[src/rtl/core/adaptive_adpcm_dequantizer_core_macros.svh]
// Assertion helpers for the dequantizer core.
// Each helper is disabled while reset is asserted.
`ifndef ADAPTIVE_ADPCM_DEQUANTIZER_CORE_MACROS_SVH
`define ADAPTIVE_ADPCM_DEQUANTIZER_CORE_MACROS_SVH

`ifndef SYNTHESIS
// Same-cycle implication.
`define AADQ_ASSERT_IMP(lbl, clk, rstn, ante, cons) \
  lbl: assert property (@(posedge clk) disable iff (!rstn) (ante) |-> (cons)) \
    else $error("assertion %m failed");
// Next-cycle implication.
`define AADQ_ASSERT_NEXT(lbl, clk, rstn, ante, cons) \
  lbl: assert property (@(posedge clk) disable iff (!rstn) (ante) |=> (cons)) \
    else $error("assertion %m failed");
`else
`define AADQ_ASSERT_IMP(lbl, clk, rstn, ante, cons)
`define AADQ_ASSERT_NEXT(lbl, clk, rstn, ante, cons)
`endif

`endif

[src/rtl/core/aadq_pkg.sv]
`default_nettype none

package aadq_pkg;

  // Default stream geometry
  localparam int NUM_BANDS_DEF    = 4;
  localparam int NUM_CHANNELS_DEF = 2;

  // Configuration register indexes
  localparam int CFG_IDX_W = 3;
  localparam logic [CFG_IDX_W-1:0] CFG_ALPHA     = 3'd0;
  localparam logic [CFG_IDX_W-1:0] CFG_MIN_POWER = 3'd1;
  localparam logic [CFG_IDX_W-1:0] CFG_PHI       = 3'd2;
  localparam logic [CFG_IDX_W-1:0] CFG_MU        = 3'd3;
  localparam logic [CFG_IDX_W-1:0] CFG_BITS      = 3'd4;

  localparam int CFG_DATA_W = 64;

  // Register reset values
  localparam logic [10:0] ALPHA_RST     = 11'd1000;
  localparam logic [10:0] ALPHA_MAX     = 11'd1024;
  localparam logic [14:0] MIN_POWER_RST = 15'd64;
  localparam logic [15:0] BITS_RST      = 16'h4444;

  typedef enum logic [2:0] {
    ST_IDLE,
    ST_CHECK,
    ST_PWA,
    ST_PWB,
    ST_PWF,
    ST_STEP,
    ST_PRED,
    ST_WB
  } state_e;

  // Datapath commands, one per sequencer step
  typedef struct packed {
    logic load;
    logic init;
    logic diff;
    logic pwa;
    logic pwb;
    logic pwf;
    logic step;
    logic pred;
    logic wb;
  } cmd_t;

  typedef struct packed {
    logic in_range;
    logic is_init;
    logic out_free;
  } sts_t;

endpackage

`default_nettype wire

[src/rtl/core/aadq_intf.sv]
`default_nettype none

interface aadq_item_if;
  logic              valid;
  logic              ready;
  logic              func;
  logic              channel;
  logic [1:0]        subband;
  logic signed [7:0] code;

  modport source (output valid, func, channel, subband, code, input ready);
  modport sink   (input valid, func, channel, subband, code, output ready);
endinterface

interface aadq_result_if;
  logic               valid;
  logic               ready;
  logic signed [15:0] sample;
  logic               out_channel;
  logic [1:0]         out_subband;

  modport source (output valid, sample, out_channel, out_subband, input ready);
  modport sink   (input valid, sample, out_channel, out_subband, output ready);
endinterface

interface aadq_cfg_if;
  logic        valid;
  logic        ready;
  logic [2:0]  index;
  logic [63:0] data;

  modport source (output valid, index, data, input ready);
  modport sink   (input valid, index, data, output ready);
endinterface

`default_nettype wire

[src/rtl/core/aadq_ctrl.sv]
`default_nettype none
`include "adaptive_adpcm_dequantizer_core_macros.svh"

module aadq_ctrl (
  input  wire logic          clk_i,
  input  wire logic          rst_ni,
  input  wire logic          item_valid_i,
  output logic               item_ready_o,
  input  wire aadq_pkg::sts_t sts_i,
  output aadq_pkg::cmd_t     cmd_o
);

  aadq_pkg::state_e state_q, state_d;

  always_ff @(posedge clk_i or negedge rst_ni) begin
    if (!rst_ni) begin
      state_q <= aadq_pkg::ST_IDLE;
    end else begin
      state_q <= state_d;
    end
  end

  always_comb begin
    state_d      = state_q;
    cmd_o        = '0;
    item_ready_o = 1'b0;
    unique case (state_q)
      aadq_pkg::ST_IDLE: begin
        item_ready_o = 1'b1;
        if (item_valid_i) begin
          cmd_o.load = 1'b1;
          state_d    = aadq_pkg::ST_CHECK;
        end
      end
      aadq_pkg::ST_CHECK: begin
        // drop streams out of range, handle init right here
        if (!sts_i.in_range) begin
          state_d = aadq_pkg::ST_IDLE;
        end else if (sts_i.is_init) begin
          cmd_o.init = 1'b1;
          state_d    = aadq_pkg::ST_IDLE;
        end else begin
          cmd_o.diff = 1'b1;
          state_d    = aadq_pkg::ST_PWA;
        end
      end
      aadq_pkg::ST_PWA: begin
        cmd_o.pwa = 1'b1;
        state_d   = aadq_pkg::ST_PWB;
      end
      aadq_pkg::ST_PWB: begin
        cmd_o.pwb = 1'b1;
        state_d   = aadq_pkg::ST_PWF;
      end
      aadq_pkg::ST_PWF: begin
        cmd_o.pwf = 1'b1;
        state_d   = aadq_pkg::ST_STEP;
      end
      aadq_pkg::ST_STEP: begin
        cmd_o.step = 1'b1;
        state_d    = aadq_pkg::ST_PRED;
      end
      aadq_pkg::ST_PRED: begin
        cmd_o.pred = 1'b1;
        state_d    = aadq_pkg::ST_WB;
      end
      aadq_pkg::ST_WB: begin
        // hold until the output register can take the result
        if (sts_i.out_free) begin
          cmd_o.wb = 1'b1;
          state_d  = aadq_pkg::ST_IDLE;
        end
      end
      default: begin
        state_d = aadq_pkg::ST_IDLE;
      end
    endcase
  end

  `AADQ_ASSERT_NEXT(a_accept_to_check, clk_i, rst_ni, item_valid_i && item_ready_o, state_q == aadq_pkg::ST_CHECK)
  `AADQ_ASSERT_NEXT(a_wb_holds, clk_i, rst_ni, state_q == aadq_pkg::ST_WB && !sts_i.out_free, state_q == aadq_pkg::ST_WB)
  `AADQ_ASSERT_IMP(a_write_in_range, clk_i, rst_ni, cmd_o.init || cmd_o.wb, sts_i.in_range)

endmodule

`default_nettype wire

[src/rtl/core/aadq_dp.sv]
`default_nettype none
`include "adaptive_adpcm_dequantizer_core_macros.svh"

module aadq_dp #(
  parameter int NUM_BANDS    = aadq_pkg::NUM_BANDS_DEF,
  parameter int NUM_CHANNELS = aadq_pkg::NUM_CHANNELS_DEF
) (
  input  wire logic              clk_i,
  input  wire logic              rst_ni,
  input  wire logic              item_func_i,
  input  wire logic              item_channel_i,
  input  wire logic [1:0]        item_subband_i,
  input  wire logic signed [7:0] item_code_i,
  aadq_result_if.source          result_o,
  aadq_cfg_if.sink               cfg_i,
  input  wire aadq_pkg::cmd_t    cmd_i,
  output aadq_pkg::sts_t         sts_o
);

  localparam int NSTREAMS = NUM_CHANNELS * NUM_BANDS;
  localparam int IDX_W    = (NSTREAMS > 1) ? $clog2(NSTREAMS) : 1;

  function automatic logic signed [15:0] sat16(input logic signed [31:0] v);
    if (v > 32'sd32767) begin
      return 16'sh7FFF;
    end else if (v < -32'sd32768) begin
      return 16'sh8000;
    end
    return v[15:0];
  endfunction

  // Widths outside 1..8 clamp to the nearest end
  function automatic logic [3:0] clamp_bits(input logic [3:0] nib);
    if (nib == 4'd0) begin
      return 4'd1;
    end else if (nib > 4'd8) begin
      return 4'd8;
    end
    return nib;
  endfunction

  function automatic logic [14:0] step_for_bits(input logic [3:0] nib);
    logic [3:0]  b;
    logic [16:0] s;
    b = clamp_bits(nib);
    s = 17'd1 << (5'd16 - {1'b0, b});
    return (s > 17'd32767) ? 15'h7FFF : s[14:0];
  endfunction

  // Configuration registers
  logic [10:0] alpha_q;
  logic [14:0] minp_q;
  logic [63:0] phi_q;
  logic [31:0] mu_q;
  logic [15:0] bits_q;

  assign cfg_i.ready = 1'b1;

  always_ff @(posedge clk_i or negedge rst_ni) begin
    if (!rst_ni) begin
      alpha_q <= aadq_pkg::ALPHA_RST;
      minp_q  <= aadq_pkg::MIN_POWER_RST;
      phi_q   <= '0;
      mu_q    <= '0;
      bits_q  <= aadq_pkg::BITS_RST;
    end else if (cfg_i.valid) begin
      unique case (cfg_i.index)
        aadq_pkg::CFG_ALPHA: begin
          alpha_q <= (cfg_i.data[10:0] > aadq_pkg::ALPHA_MAX) ? aadq_pkg::ALPHA_MAX
                                                              : cfg_i.data[10:0];
        end
        aadq_pkg::CFG_MIN_POWER: minp_q <= cfg_i.data[14:0];
        aadq_pkg::CFG_PHI:       phi_q  <= cfg_i.data;
        aadq_pkg::CFG_MU:        mu_q   <= cfg_i.data[31:0];
        aadq_pkg::CFG_BITS:      bits_q <= cfg_i.data[15:0];
        default: ;
      endcase
    end
  end

  // Captured item
  logic              func_q;
  logic              ch_q;
  logic [1:0]        band_q;
  logic signed [7:0] code_q;
  logic [IDX_W-1:0]  idx_q;
  logic              inr_q;

  always_ff @(posedge clk_i) begin
    if (cmd_i.load) begin
      func_q <= item_func_i;
      ch_q   <= item_channel_i;
      band_q <= item_subband_i;
      code_q <= item_code_i;
      idx_q  <= IDX_W'(int'(item_channel_i) * NUM_BANDS + int'(item_subband_i));
      inr_q  <= (int'(item_channel_i) < NUM_CHANNELS) && (int'(item_subband_i) < NUM_BANDS);
    end
  end

  // Per-band factors
  logic [3:0]  bits_raw;
  logic [3:0]  bits_cl;
  logic [15:0] phi_sel;
  logic [7:0]  mu_sel;

  assign bits_raw = bits_q[{band_q, 2'b00} +: 4];
  assign bits_cl  = clamp_bits(bits_raw);
  assign phi_sel  = phi_q[{band_q, 4'b0000} +: 16];
  assign mu_sel   = mu_q[{band_q, 3'b000} +: 8];

  // Stream state
  logic signed [15:0] pred_q  [NSTREAMS];
  logic [14:0]        step_q  [NSTREAMS];
  logic [14:0]        power_q [NSTREAMS];

  logic signed [15:0] pred_rd;
  logic [14:0]        step_rd;
  logic [14:0]        power_rd;

  assign pred_rd  = pred_q[idx_q];
  assign step_rd  = step_q[idx_q];
  assign power_rd = power_q[idx_q];

  // Working registers
  logic signed [15:0] diff_q;
  logic signed [16:0] sum_q;
  logic [26:0]        acc_q;
  logic [15:0]        pw_q;
  logic [31:0]        stp_prod_q;
  logic [14:0]        stp_new_q;
  logic signed [25:0] pr_prod_q;

  logic signed [23:0] diff_prod;
  logic [15:0]        mag;
  logic [10:0]        alpha_c;
  logic [26:0]        acc_rnd;
  logic [15:0]        pw_r;
  logic [15:0]        pw_fl;
  logic [4:0]         sh;
  logic [32:0]        st_sum;
  logic [32:0]        st_sh;
  logic [14:0]        stp_new;
  logic signed [26:0] pr_sum;
  logic signed [26:0] pr_sh;
  logic signed [15:0] pred_new;
  logic [14:0]        pw_sat;

  assign diff_prod = code_q * $signed({1'b0, step_rd});
  assign mag       = diff_q[15] ? 16'(~diff_q + 16'd1) : diff_q;
  assign alpha_c   = aadq_pkg::ALPHA_MAX - alpha_q;
  assign acc_rnd   = acc_q + 27'd512;
  assign pw_r      = 16'(acc_rnd >> 10);
  assign pw_fl     = (pw_r < {1'b0, minp_q}) ? {1'b0, minp_q} : pw_r;

  assign sh        = 5'(bits_cl) + 5'd4;
  assign st_sum    = {1'b0, stp_prod_q} + (33'd1 << (sh - 5'd1));
  assign st_sh     = st_sum >> sh;
  assign stp_new   = (st_sh > 33'd32767) ? 15'h7FFF :
                     ((st_sh == 33'd0) ? 15'd1 : st_sh[14:0]);

  assign pr_sum    = 27'(pr_prod_q) + 27'sd16;
  assign pr_sh     = pr_sum >>> 5;
  assign pred_new  = sat16(32'(pr_sh));
  assign pw_sat    = (pw_q > 16'd32767) ? 15'h7FFF : pw_q[14:0];

  always_ff @(posedge clk_i) begin
    if (cmd_i.diff) begin
      diff_q <= sat16(32'(diff_prod));
    end
    if (cmd_i.pwa) begin
      acc_q <= 27'(alpha_q) * 27'(power_rd);
      sum_q <= 17'(pred_rd) + 17'(diff_q);
    end
    if (cmd_i.pwb) begin
      acc_q <= acc_q + 27'(alpha_c) * 27'(mag);
    end
    if (cmd_i.pwf) begin
      pw_q <= pw_fl;
    end
    if (cmd_i.step) begin
      stp_prod_q <= phi_sel * pw_q;
    end
    if (cmd_i.pred) begin
      stp_new_q <= stp_new;
      pr_prod_q <= sum_q * $signed({1'b0, mu_sel});
    end
  end

  always_ff @(posedge clk_i or negedge rst_ni) begin
    if (!rst_ni) begin
      for (int i = 0; i < NSTREAMS; i++) begin
        pred_q[i]  <= '0;
        step_q[i]  <= step_for_bits(aadq_pkg::BITS_RST[4 * (i % NUM_BANDS) +: 4]);
        power_q[i] <= aadq_pkg::MIN_POWER_RST;
      end
    end else if (cmd_i.init) begin
      pred_q[idx_q]  <= '0;
      step_q[idx_q]  <= step_for_bits(bits_raw);
      power_q[idx_q] <= minp_q;
    end else if (cmd_i.wb) begin
      pred_q[idx_q]  <= pred_new;
      step_q[idx_q]  <= stp_new_q;
      power_q[idx_q] <= pw_sat;
    end
  end

  // Output register
  logic               out_valid_q;
  logic signed [15:0] sample_q;
  logic               och_q;
  logic [1:0]         osb_q;

  always_ff @(posedge clk_i or negedge rst_ni) begin
    if (!rst_ni) begin
      out_valid_q <= 1'b0;
    end else if (cmd_i.wb) begin
      out_valid_q <= 1'b1;
    end else if (result_o.ready) begin
      out_valid_q <= 1'b0;
    end
  end

  always_ff @(posedge clk_i) begin
    if (cmd_i.wb) begin
      sample_q <= sat16(32'(sum_q));
      och_q    <= ch_q;
      osb_q    <= band_q;
    end
  end

  assign result_o.valid       = out_valid_q;
  assign result_o.sample      = sample_q;
  assign result_o.out_channel = och_q;
  assign result_o.out_subband = osb_q;

  assign sts_o.in_range = inr_q;
  assign sts_o.is_init  = func_q;
  assign sts_o.out_free = !out_valid_q || result_o.ready;

  `AADQ_ASSERT_IMP(a_wb_no_overwrite, clk_i, rst_ni, cmd_i.wb, !out_valid_q || result_o.ready)
  `AADQ_ASSERT_IMP(a_step_nonzero, clk_i, rst_ni, cmd_i.wb, stp_new_q != 15'd0)
  `AADQ_ASSERT_IMP(a_power_floor, clk_i, rst_ni, cmd_i.wb, pw_q >= {1'b0, minp_q})

endmodule

`default_nettype wire

[src/rtl/core/adaptive_adpcm_dequantizer_core.sv]
// A dequantize result reaches the output register through the check, power
// smoothing, step, prediction and write-back states; the write-back waits for a
// free output, and a new transaction is taken only once the sequencer is idle.
// Reset: asynchronous, active low; clears control, restores the registers and
// every stream's state at once, so the core is ready in the first cycle after.
`default_nettype none

module adaptive_adpcm_dequantizer_core #(
  parameter int NUM_BANDS    = aadq_pkg::NUM_BANDS_DEF,
  parameter int NUM_CHANNELS = aadq_pkg::NUM_CHANNELS_DEF
) (
  input  wire logic      clk_i,
  input  wire logic      rst_ni,
  aadq_item_if.sink      item_i,
  aadq_result_if.source  result_o,
  aadq_cfg_if.sink       cfg_i
);

  // Commands flow from the sequencer to the datapath, status flows back.
  aadq_pkg::cmd_t cmd;
  aadq_pkg::sts_t sts;

  // Sequencer: accepts one transaction in idle, then advances the datapath
  // through the difference, power smoothing, step and prediction steps, and
  // holds the write-back until the output register is free. An output result
  // still waiting does not stop the next transaction from being accepted.
  aadq_ctrl u_ctrl (
    .clk_i        (clk_i),
    .rst_ni       (rst_ni),
    .item_valid_i (item_i.valid),
    .item_ready_o (item_i.ready),
    .sts_i        (sts),
    .cmd_o        (cmd)
  );

  // Datapath: configuration registers, per-stream prediction, step and power,
  // the working registers between multiplies, and the output register.
  aadq_dp #(
    .NUM_BANDS    (NUM_BANDS),
    .NUM_CHANNELS (NUM_CHANNELS)
  ) u_dp (
    .clk_i          (clk_i),
    .rst_ni         (rst_ni),
    .item_func_i    (item_i.func),
    .item_channel_i (item_i.channel),
    .item_subband_i (item_i.subband),
    .item_code_i    (item_i.code),
    .result_o       (result_o),
    .cfg_i          (cfg_i),
    .cmd_i          (cmd),
    .sts_o          (sts)
  );

endmodule

`default_nettype wire

[src/flat_wrapper.sv]
// flat-port wrapper written by rule: the top's interface ports become plain ports
module adaptive_adpcm_dequantizer_core_flat 
#(
  parameter int NUM_BANDS    = aadq_pkg::NUM_BANDS_DEF,
  parameter int NUM_CHANNELS = aadq_pkg::NUM_CHANNELS_DEF
)
  (clk_i, rst_ni, item_i_valid, item_i_func, item_i_channel, item_i_subband, item_i_code, item_i_ready, result_o_valid, result_o_sample, result_o_out_channel, result_o_out_subband, result_o_ready, cfg_i_valid, cfg_i_index, cfg_i_data, cfg_i_ready);
  aadq_item_if item_i_i ();
  aadq_result_if result_o_i ();
  aadq_cfg_if cfg_i_i ();
  input  wire logic clk_i;
  input  wire logic rst_ni;
  input wire logic [$bits(item_i_i.valid)-1:0] item_i_valid;
  input wire logic [$bits(item_i_i.func)-1:0] item_i_func;
  input wire logic [$bits(item_i_i.channel)-1:0] item_i_channel;
  input wire logic [$bits(item_i_i.subband)-1:0] item_i_subband;
  input wire logic [$bits(item_i_i.code)-1:0] item_i_code;
  output wire logic [$bits(item_i_i.ready)-1:0] item_i_ready;
  output wire logic [$bits(result_o_i.valid)-1:0] result_o_valid;
  output wire logic [$bits(result_o_i.sample)-1:0] result_o_sample;
  output wire logic [$bits(result_o_i.out_channel)-1:0] result_o_out_channel;
  output wire logic [$bits(result_o_i.out_subband)-1:0] result_o_out_subband;
  input wire logic [$bits(result_o_i.ready)-1:0] result_o_ready;
  input wire logic [$bits(cfg_i_i.valid)-1:0] cfg_i_valid;
  input wire logic [$bits(cfg_i_i.index)-1:0] cfg_i_index;
  input wire logic [$bits(cfg_i_i.data)-1:0] cfg_i_data;
  output wire logic [$bits(cfg_i_i.ready)-1:0] cfg_i_ready;
  assign item_i_i.valid = item_i_valid;
  assign item_i_i.func = item_i_func;
  assign item_i_i.channel = item_i_channel;
  assign item_i_i.subband = item_i_subband;
  assign item_i_i.code = item_i_code;
  assign item_i_ready = item_i_i.ready;
  assign result_o_valid = result_o_i.valid;
  assign result_o_sample = result_o_i.sample;
  assign result_o_out_channel = result_o_i.out_channel;
  assign result_o_out_subband = result_o_i.out_subband;
  assign result_o_i.ready = result_o_ready;
  assign cfg_i_i.valid = cfg_i_valid;
  assign cfg_i_i.index = cfg_i_index;
  assign cfg_i_i.data = cfg_i_data;
  assign cfg_i_ready = cfg_i_i.ready;
  adaptive_adpcm_dequantizer_core #(.NUM_BANDS(NUM_BANDS), .NUM_CHANNELS(NUM_CHANNELS)) u_core (.clk_i(clk_i), .rst_ni(rst_ni), .item_i(item_i_i), .result_o(result_o_i), .cfg_i(cfg_i_i));
endmodule
[config.mk]
export PLATFORM = sky130hd
export DESIGN_NAME = adaptive_adpcm_dequantizer_core_flat
export DESIGN_NICKNAME = d
export VERILOG_FILES = /design/src/rtl/core/aadq_pkg.sv /design/src/rtl/core/aadq_intf.sv /design/src/rtl/core/aadq_ctrl.sv /design/src/rtl/core/aadq_dp.sv /design/src/rtl/core/adaptive_adpcm_dequantizer_core.sv /design/src/flat_wrapper.sv
export VERILOG_INCLUDE_DIRS = /design/src /design/src/rtl/core
export SDC_FILE = /design/constraint.sdc
export NUM_CORES = 2
export LEC_CHECK = 0
export BUFFER_PORTS_ARGS = -buffer_cell sky130_fd_sc_hd__buf_2
export CORE_UTILIZATION = 28
export CTS_BUF_LIST = sky130_fd_sc_hd__clkbuf_16
export CTS_CLUSTER_SIZE = 28
export DETAILED_ROUTE_END_ITERATION = 10
export PLACE_DENSITY = 0.44
export SETUP_SLACK_MARGIN = 0.1
export SLEW_MARGIN = 20
export SYNTH_ARGS = -nofsm -noshare
export SYNTH_HDL_FRONTEND = slang
export SYNTH_SLANG_ARGS = --single-unit
[constraint.sdc]
create_clock -name clk_i -period 9.6 [get_ports clk_i]
set_input_delay 0 -clock clk_i [delete_from_list [all_inputs] [get_ports clk_i]]
set_output_delay 0 -clock clk_i [all_outputs]
set_load 0.05 [all_outputs]
* After elaboration in Yosys (flattened, before gate mapping)
Index checks and enable logic that the tools add are counted.
Widths: inputs -> output; s select.
** Storage, ports and cells
- Register bits :: 693
- Bits of input ports :: 84
** Cells by class
- $add $sub $neg :: 11
- Multipliers :: 5
- Magnitude comparators :: 14
- Equality and inequality tests :: 13
- Shift-type cells :: 6
- Multiplexer cells :: 76
- Bitwise gates (word level) :: 4
- Reduce and logical (&&, ||, !) cells :: 17
** Operator list (number)
- $bwmux 120 :: 4
- $mux 120 :: 4
- $mux 128 :: 2
- $mux 16 :: 13
- $mux 15 :: 9
- $and 128x128->128 :: 1
- $bwmux 128 :: 1
- $not 128->128 :: 1
- $bmux 15 s3 :: 2
- $shiftx 64x7->16 :: 1
- $mux 27 :: 2
- $bmux 16 s3 :: 1
- $demux 16 s3 :: 1
- $demux 15 s3 :: 1
- $add 32x33->33 :: 1
- $gt 33x15->1 const B :: 1
- $logic_not 33->1 :: 1
- $shl 1x5->33 const A :: 1
- $shr 33x5->33 :: 1
- $mul 16x16->32 :: 1
- $shiftx 32x6->8 :: 1
- $add 26x6->27 const B :: 1
- $add 27x27->27 :: 1
- $mul 11x16->27 :: 1
- 47 further kinds :: 93

* Longest topological paths before layout
- Depth in word-level cells :: 13
- Gate-level depth with buffers :: 33
- Depth with buffers taken out :: 29

* By module
From an unflattened synthesis, not the netlist that was laid out.
** Second synthesis, totals
- Cells, all modules :: 6262
- Area total of the unflattened synthesis :: 60157.7 um2
** By module, submodules not included
- aadq_dp :: times used 1, cells each 6234, area each 59894.9 um2, sequential area each 17946.0 um2
- aadq_ctrl :: times used 1, cells each 28, area each 262.8 um2, sequential area each 75.1 um2

* Worst setup path after synthesis
Ideal clock, no wire load.
- Path type :: register to register
- Start :: reg u_core.u_dp.band_q[0]
- End :: reg u_core.u_dp.stp_prod_q[30] (data pin)
- Library setup time :: 258 ps
- Data arrival time :: 7635 ps
- Data required time :: 9342 ps
- Path slack :: 1708 ps
- Stages on the path, launching flop included :: 28
- Buffers on the path :: 3
- Path through :: edfxtp_1 buf_2 buf_1 buf_1 mux4_2 and2_1 fa_1 inv_1 fa_1 inv_1 ha_1 fa_1 inv_1 fa_1 inv_1 fa_1 ha_1 or3_1 a2111o_1 a31oi_1 o311ai_0 nand2_1 o2111ai_1 a31o_2 a21oi_1 o21ai_0 a21oi_1 xnor2_1
** On the way
- Cells in the longest elaborated chain, start to end :: 2
** Ends and longest elaborated chain
- from (decl) :: line aadq_dp.sv:84 : logic [1:0] band_q;
- from (signal assigned) :: line aadq_dp.sv:93 : band_q <= item_subband_i;
- $shiftx 64x7->16 :: line aadq_dp.sv:108 : assign phi_sel = phi_q[{band_q, 4'b0000} +: 16];
- $mul 16x16->32 :: line aadq_dp.sv:181 : stp_prod_q <= phi_sel * pw_q;
- to (signal assigned) :: line aadq_dp.sv:181
- to (decl) :: line aadq_dp.sv:129 : logic [31:0] stp_prod_q;
No other way between the ends.
A chain may end at the register's enable or synchronous reset.

* Final worst setup path
Same ends and word-level chain as after synthesis.

==> out/results.tsv <==
metric	value	unit
Setup Fix Bufs, Post-CTS	0	
#FFs+latches synth	684	
Reg-to-Reg End	u_core.u_dp.stp_prod_q[30]$_DFFE_PP_	
cell taking the most area after synthesis	fa_1	
Setup TNS	0	ns
Slew Limit Headroom	0.1983	
post-CTS sizing	0	
Avg WL per Cell	20.13	um
fmax	120.3	MHz
Final ANT Viol Nets	0	
first-pass GRT wire length	288.1	mm
Synth Instances	6178	
Worst-path clk slew	0.06	ns
Yosys cell types	88	
Setup CP Type	register to register	
max-cap violations	0	
Residual DRC	0	
Largest stage delay, worst path	0.77	ns
DRT iter0 DRCs	2616	
# setup viols final	0	
DIE AREA	0.2165	mm^2
Worst setup SP type	register	
core area	0.2127	mm^2
die width	465.3	um
CP Max Fanout	32	
Sink Count	684	
fraction of layout cells with a size suffix above 1	0.09055	
num rows	169	
CP dominant cell by count	fa_1	
CP endpoint kind	register	
most frequent cells after synthesis	nand2_1, inv_1, fa_1, dfrtp_1, ha_1	
synthesis warning total	0	
Layout Skew	0.05197	ns
GPL Wtd Cong	0.8257	
mean post-synth cell area	9.728	um^2
clk_lat worst skew	0.72	ns
global route overflow	0	
Worst Path Arrival	8.77	ns
CTS tree	done	
unrepaired setup endpoints after global routing	false	
flop2flop setup slack	1.29	ns
Ports	106	
H-tree depth	3	
worst hold path class	input pin to asynchronous set/reset pin	
Least-Margin Pin Slew	1.198	ns
routed wire length	184.5	mm
top cell type's share of synthesized area	0.2155	
register area share after synthesis	0.2998	
Reg-to-Reg Start	u_core.u_dp.band_q[0]$_DFFE_PP_	
period utilization	0.8657	
asr flop ratio synth	0.7456	
Via-to-Cell Ratio	4.818	
Reg2Reg Depth	25	
CTS Buf Count	83	
CTS Hold Bufs	104	
drt first pass iters	5	
number of synthesized flops with an enable pin	174	
Synth Cell Area	0.06010	mm^2
I/O Buffers	104	
count leader, synth	nand2_1	
Worst Setup SP	u_core.u_dp.band_q[0]$_DFFE_PP_	
Main synth FF type	dfrtp_1	
WP data required	10.06	ns
Area Overhead vs Synth	12.62	%
largest net degree at the start of global routing	172	
via count	44150	
Die Span Y	465.3	um
Root Driver	clkbuf_16	
FILL cells	22230	
initial antenna violation count	8	
Post-DP HPWL	138.0	mm
status	finished, final reports clean	
# nets final	7399	
Pins Over Slew Limit	0	
Global Route Usage Sum	0.1727	
clock tree buffer depth	3	
vias in the first global route	46550	
crit path max-delay cell type	mux4_2	
top cells by area, synth	fa_1, dfrtp_1, edfxtp_1	
fin crit period	8.311	ns
Starting Density	0.2825	
Final Hold Fails	0	
-- per-stage QoR --
| step | utilization | hold WS [ns] | area [um^2] | setup WS [ns] | cells |
|---|---|---|---|---|---|
| floorplan | - | -0.2956 | 60180 | 1.708 | 6200 |
| global placement | 0.3004 | -0.003475 | 63900 | 1.291 | 8903 |
| detailed placement | 0.3004 | -0.008216 | 63910 | 1.275 | 8903 |
| CTS | 0.3180 | 0.0003140 | 67650 | 1.245 | 9160 |
| global route | 0.3182 | 0.02967 | 67680 | 0.8335 | 9161 |
| finish | 0.3182 | 0.02421 | 67680 | 1.289 | 9163 |
-- layout by cell type, fill, tap and decap left out, types with 14 or more instances in the layout --
cell	n
and2_1	287
nor3_1	52
buf_2	103
clkbuf_16	87
a21oi_1	167
conb_1	24
inv_1	859
o21ai_0	372
nor2b_1	95
dlygate4sd3_1	103
xnor2_1	139
mux4_2	28
dfstp_2	27
mux2_2	137
a21o_1	54
o21bai_1	21
buf_4	91
a22oi_1	166
fa_1	647
mux2i_1	24
nor2_1	193
nand3_1	54
clkinv_1	15
a22o_1	135
nand2_1	899
a21boi_0	18
nand2b_1	45
edfxtp_1	174
nand4_1	49
a31oi_1	15
xor2_1	51
or3_1	26
dfrtp_1	483
o31ai_1	14
a211oi_1	24
ha_1	397
and3_1	29
-- sequential cells by signal, indices dropped and copies added, names as in the netlist, 2 cells and up --
signal and count:
u_core.u_dp.mu_q 32, u_core.u_dp.code_q 8, u_core.u_dp.pred_q 128, u_core.u_dp.power_q 120, u_core.u_dp.pr_prod_q 22, u_core.u_dp.sum_q 17
u_core.u_ctrl.state_q 3, u_core.u_dp.minp_q 15, u_core.u_dp.pw_q 16, u_core.u_dp.diff_q 16, u_core.u_dp.alpha_q 11, u_core.u_dp.stp_new_q 15
u_core.u_dp.phi_q 64, u_core.u_dp.stp_prod_q 31, u_core.u_dp.step_q 120, u_core.u_dp.result_o.sample 16, u_core.u_dp.bits_q 16, u_core.u_dp.result_o.out_subband 2
u_core.u_dp.acc_q 26
-- layer usage --
layer  GRT usage  routed length [um]
met1      0.2335               84210
met2      0.2947               90100
met3     0.01891                6628
met4     0.03995                3523
met5           0                   0
-- how the worst max path moves through the flow --
stage	to	slack (ns)
floorplan	u_core.u_dp.stp_prod_q[30]$_DFFE_PP_	1.71
global route	u_core.u_dp.stp_prod_q[31]$_DFFE_PP_	0.83
CTS	u_core.u_dp.stp_prod_q[31]$_DFFE_PP_	1.24
detailed placement	u_core.u_dp.stp_prod_q[31]$_DFFE_PP_	1.28
global placement	u_core.u_dp.acc_q[19]$_DFFE_PP_	1.29
finish	u_core.u_dp.stp_prod_q[30]$_DFFE_PP_	1.29
-- cells by family (layout without fill, tap and decap cells) --
family                   Yosys count  in the layout  synth area share
AND/OR/NAND/NOR                 1805           1805            0.1409
buffers and inverters           1151           1290           0.07222
AO/OA/AOI/OAI                   1110           1110            0.1205
adder cells (fa/ha/maj)         1044           1044            0.2982
flip-flops                       684            684            0.2998
XOR/XNOR                         193            193           0.02813
multiplexers                     189            189           0.04016
other                              2             27         0.0001250
-- worst max-delay path: cells and delay by family (launching register included) --
family	cells	cell delay (ns)
muxes	1	0.77
adders and majority gates	7	2.95
AOI/OAI and AO/OA	8	2.07
DFF	1	0.52
and+or+nand+nor	3	0.82
xor gates and xnor gates	1	0.10
buffers and inverters	5	0.77
-- cell type report --
| cell class | count | area [um^2] | area share |
|---|---|---|---|
| flip-flops and latches | 684 | 18020 | 0.2662 |
| diodes | 3 | 7.507 | 0.0001109 |
| multi-input cells | 4365 | 37990 | 0.5613 |
| well taps | 2821 | 3530 | 0.05215 |
| clock buffers | 87 | 2177 | 0.03217 |
| repair buffers | 301 | 2312 | 0.03416 |
| clock inverters | 66 | 509.2 | 0.007524 |
| inverters | 836 | 3138 | 0.04636 |
Power is not shown: default switching activity piles up to over one toggle a cycle in this logic, so the estimate is an artifact.
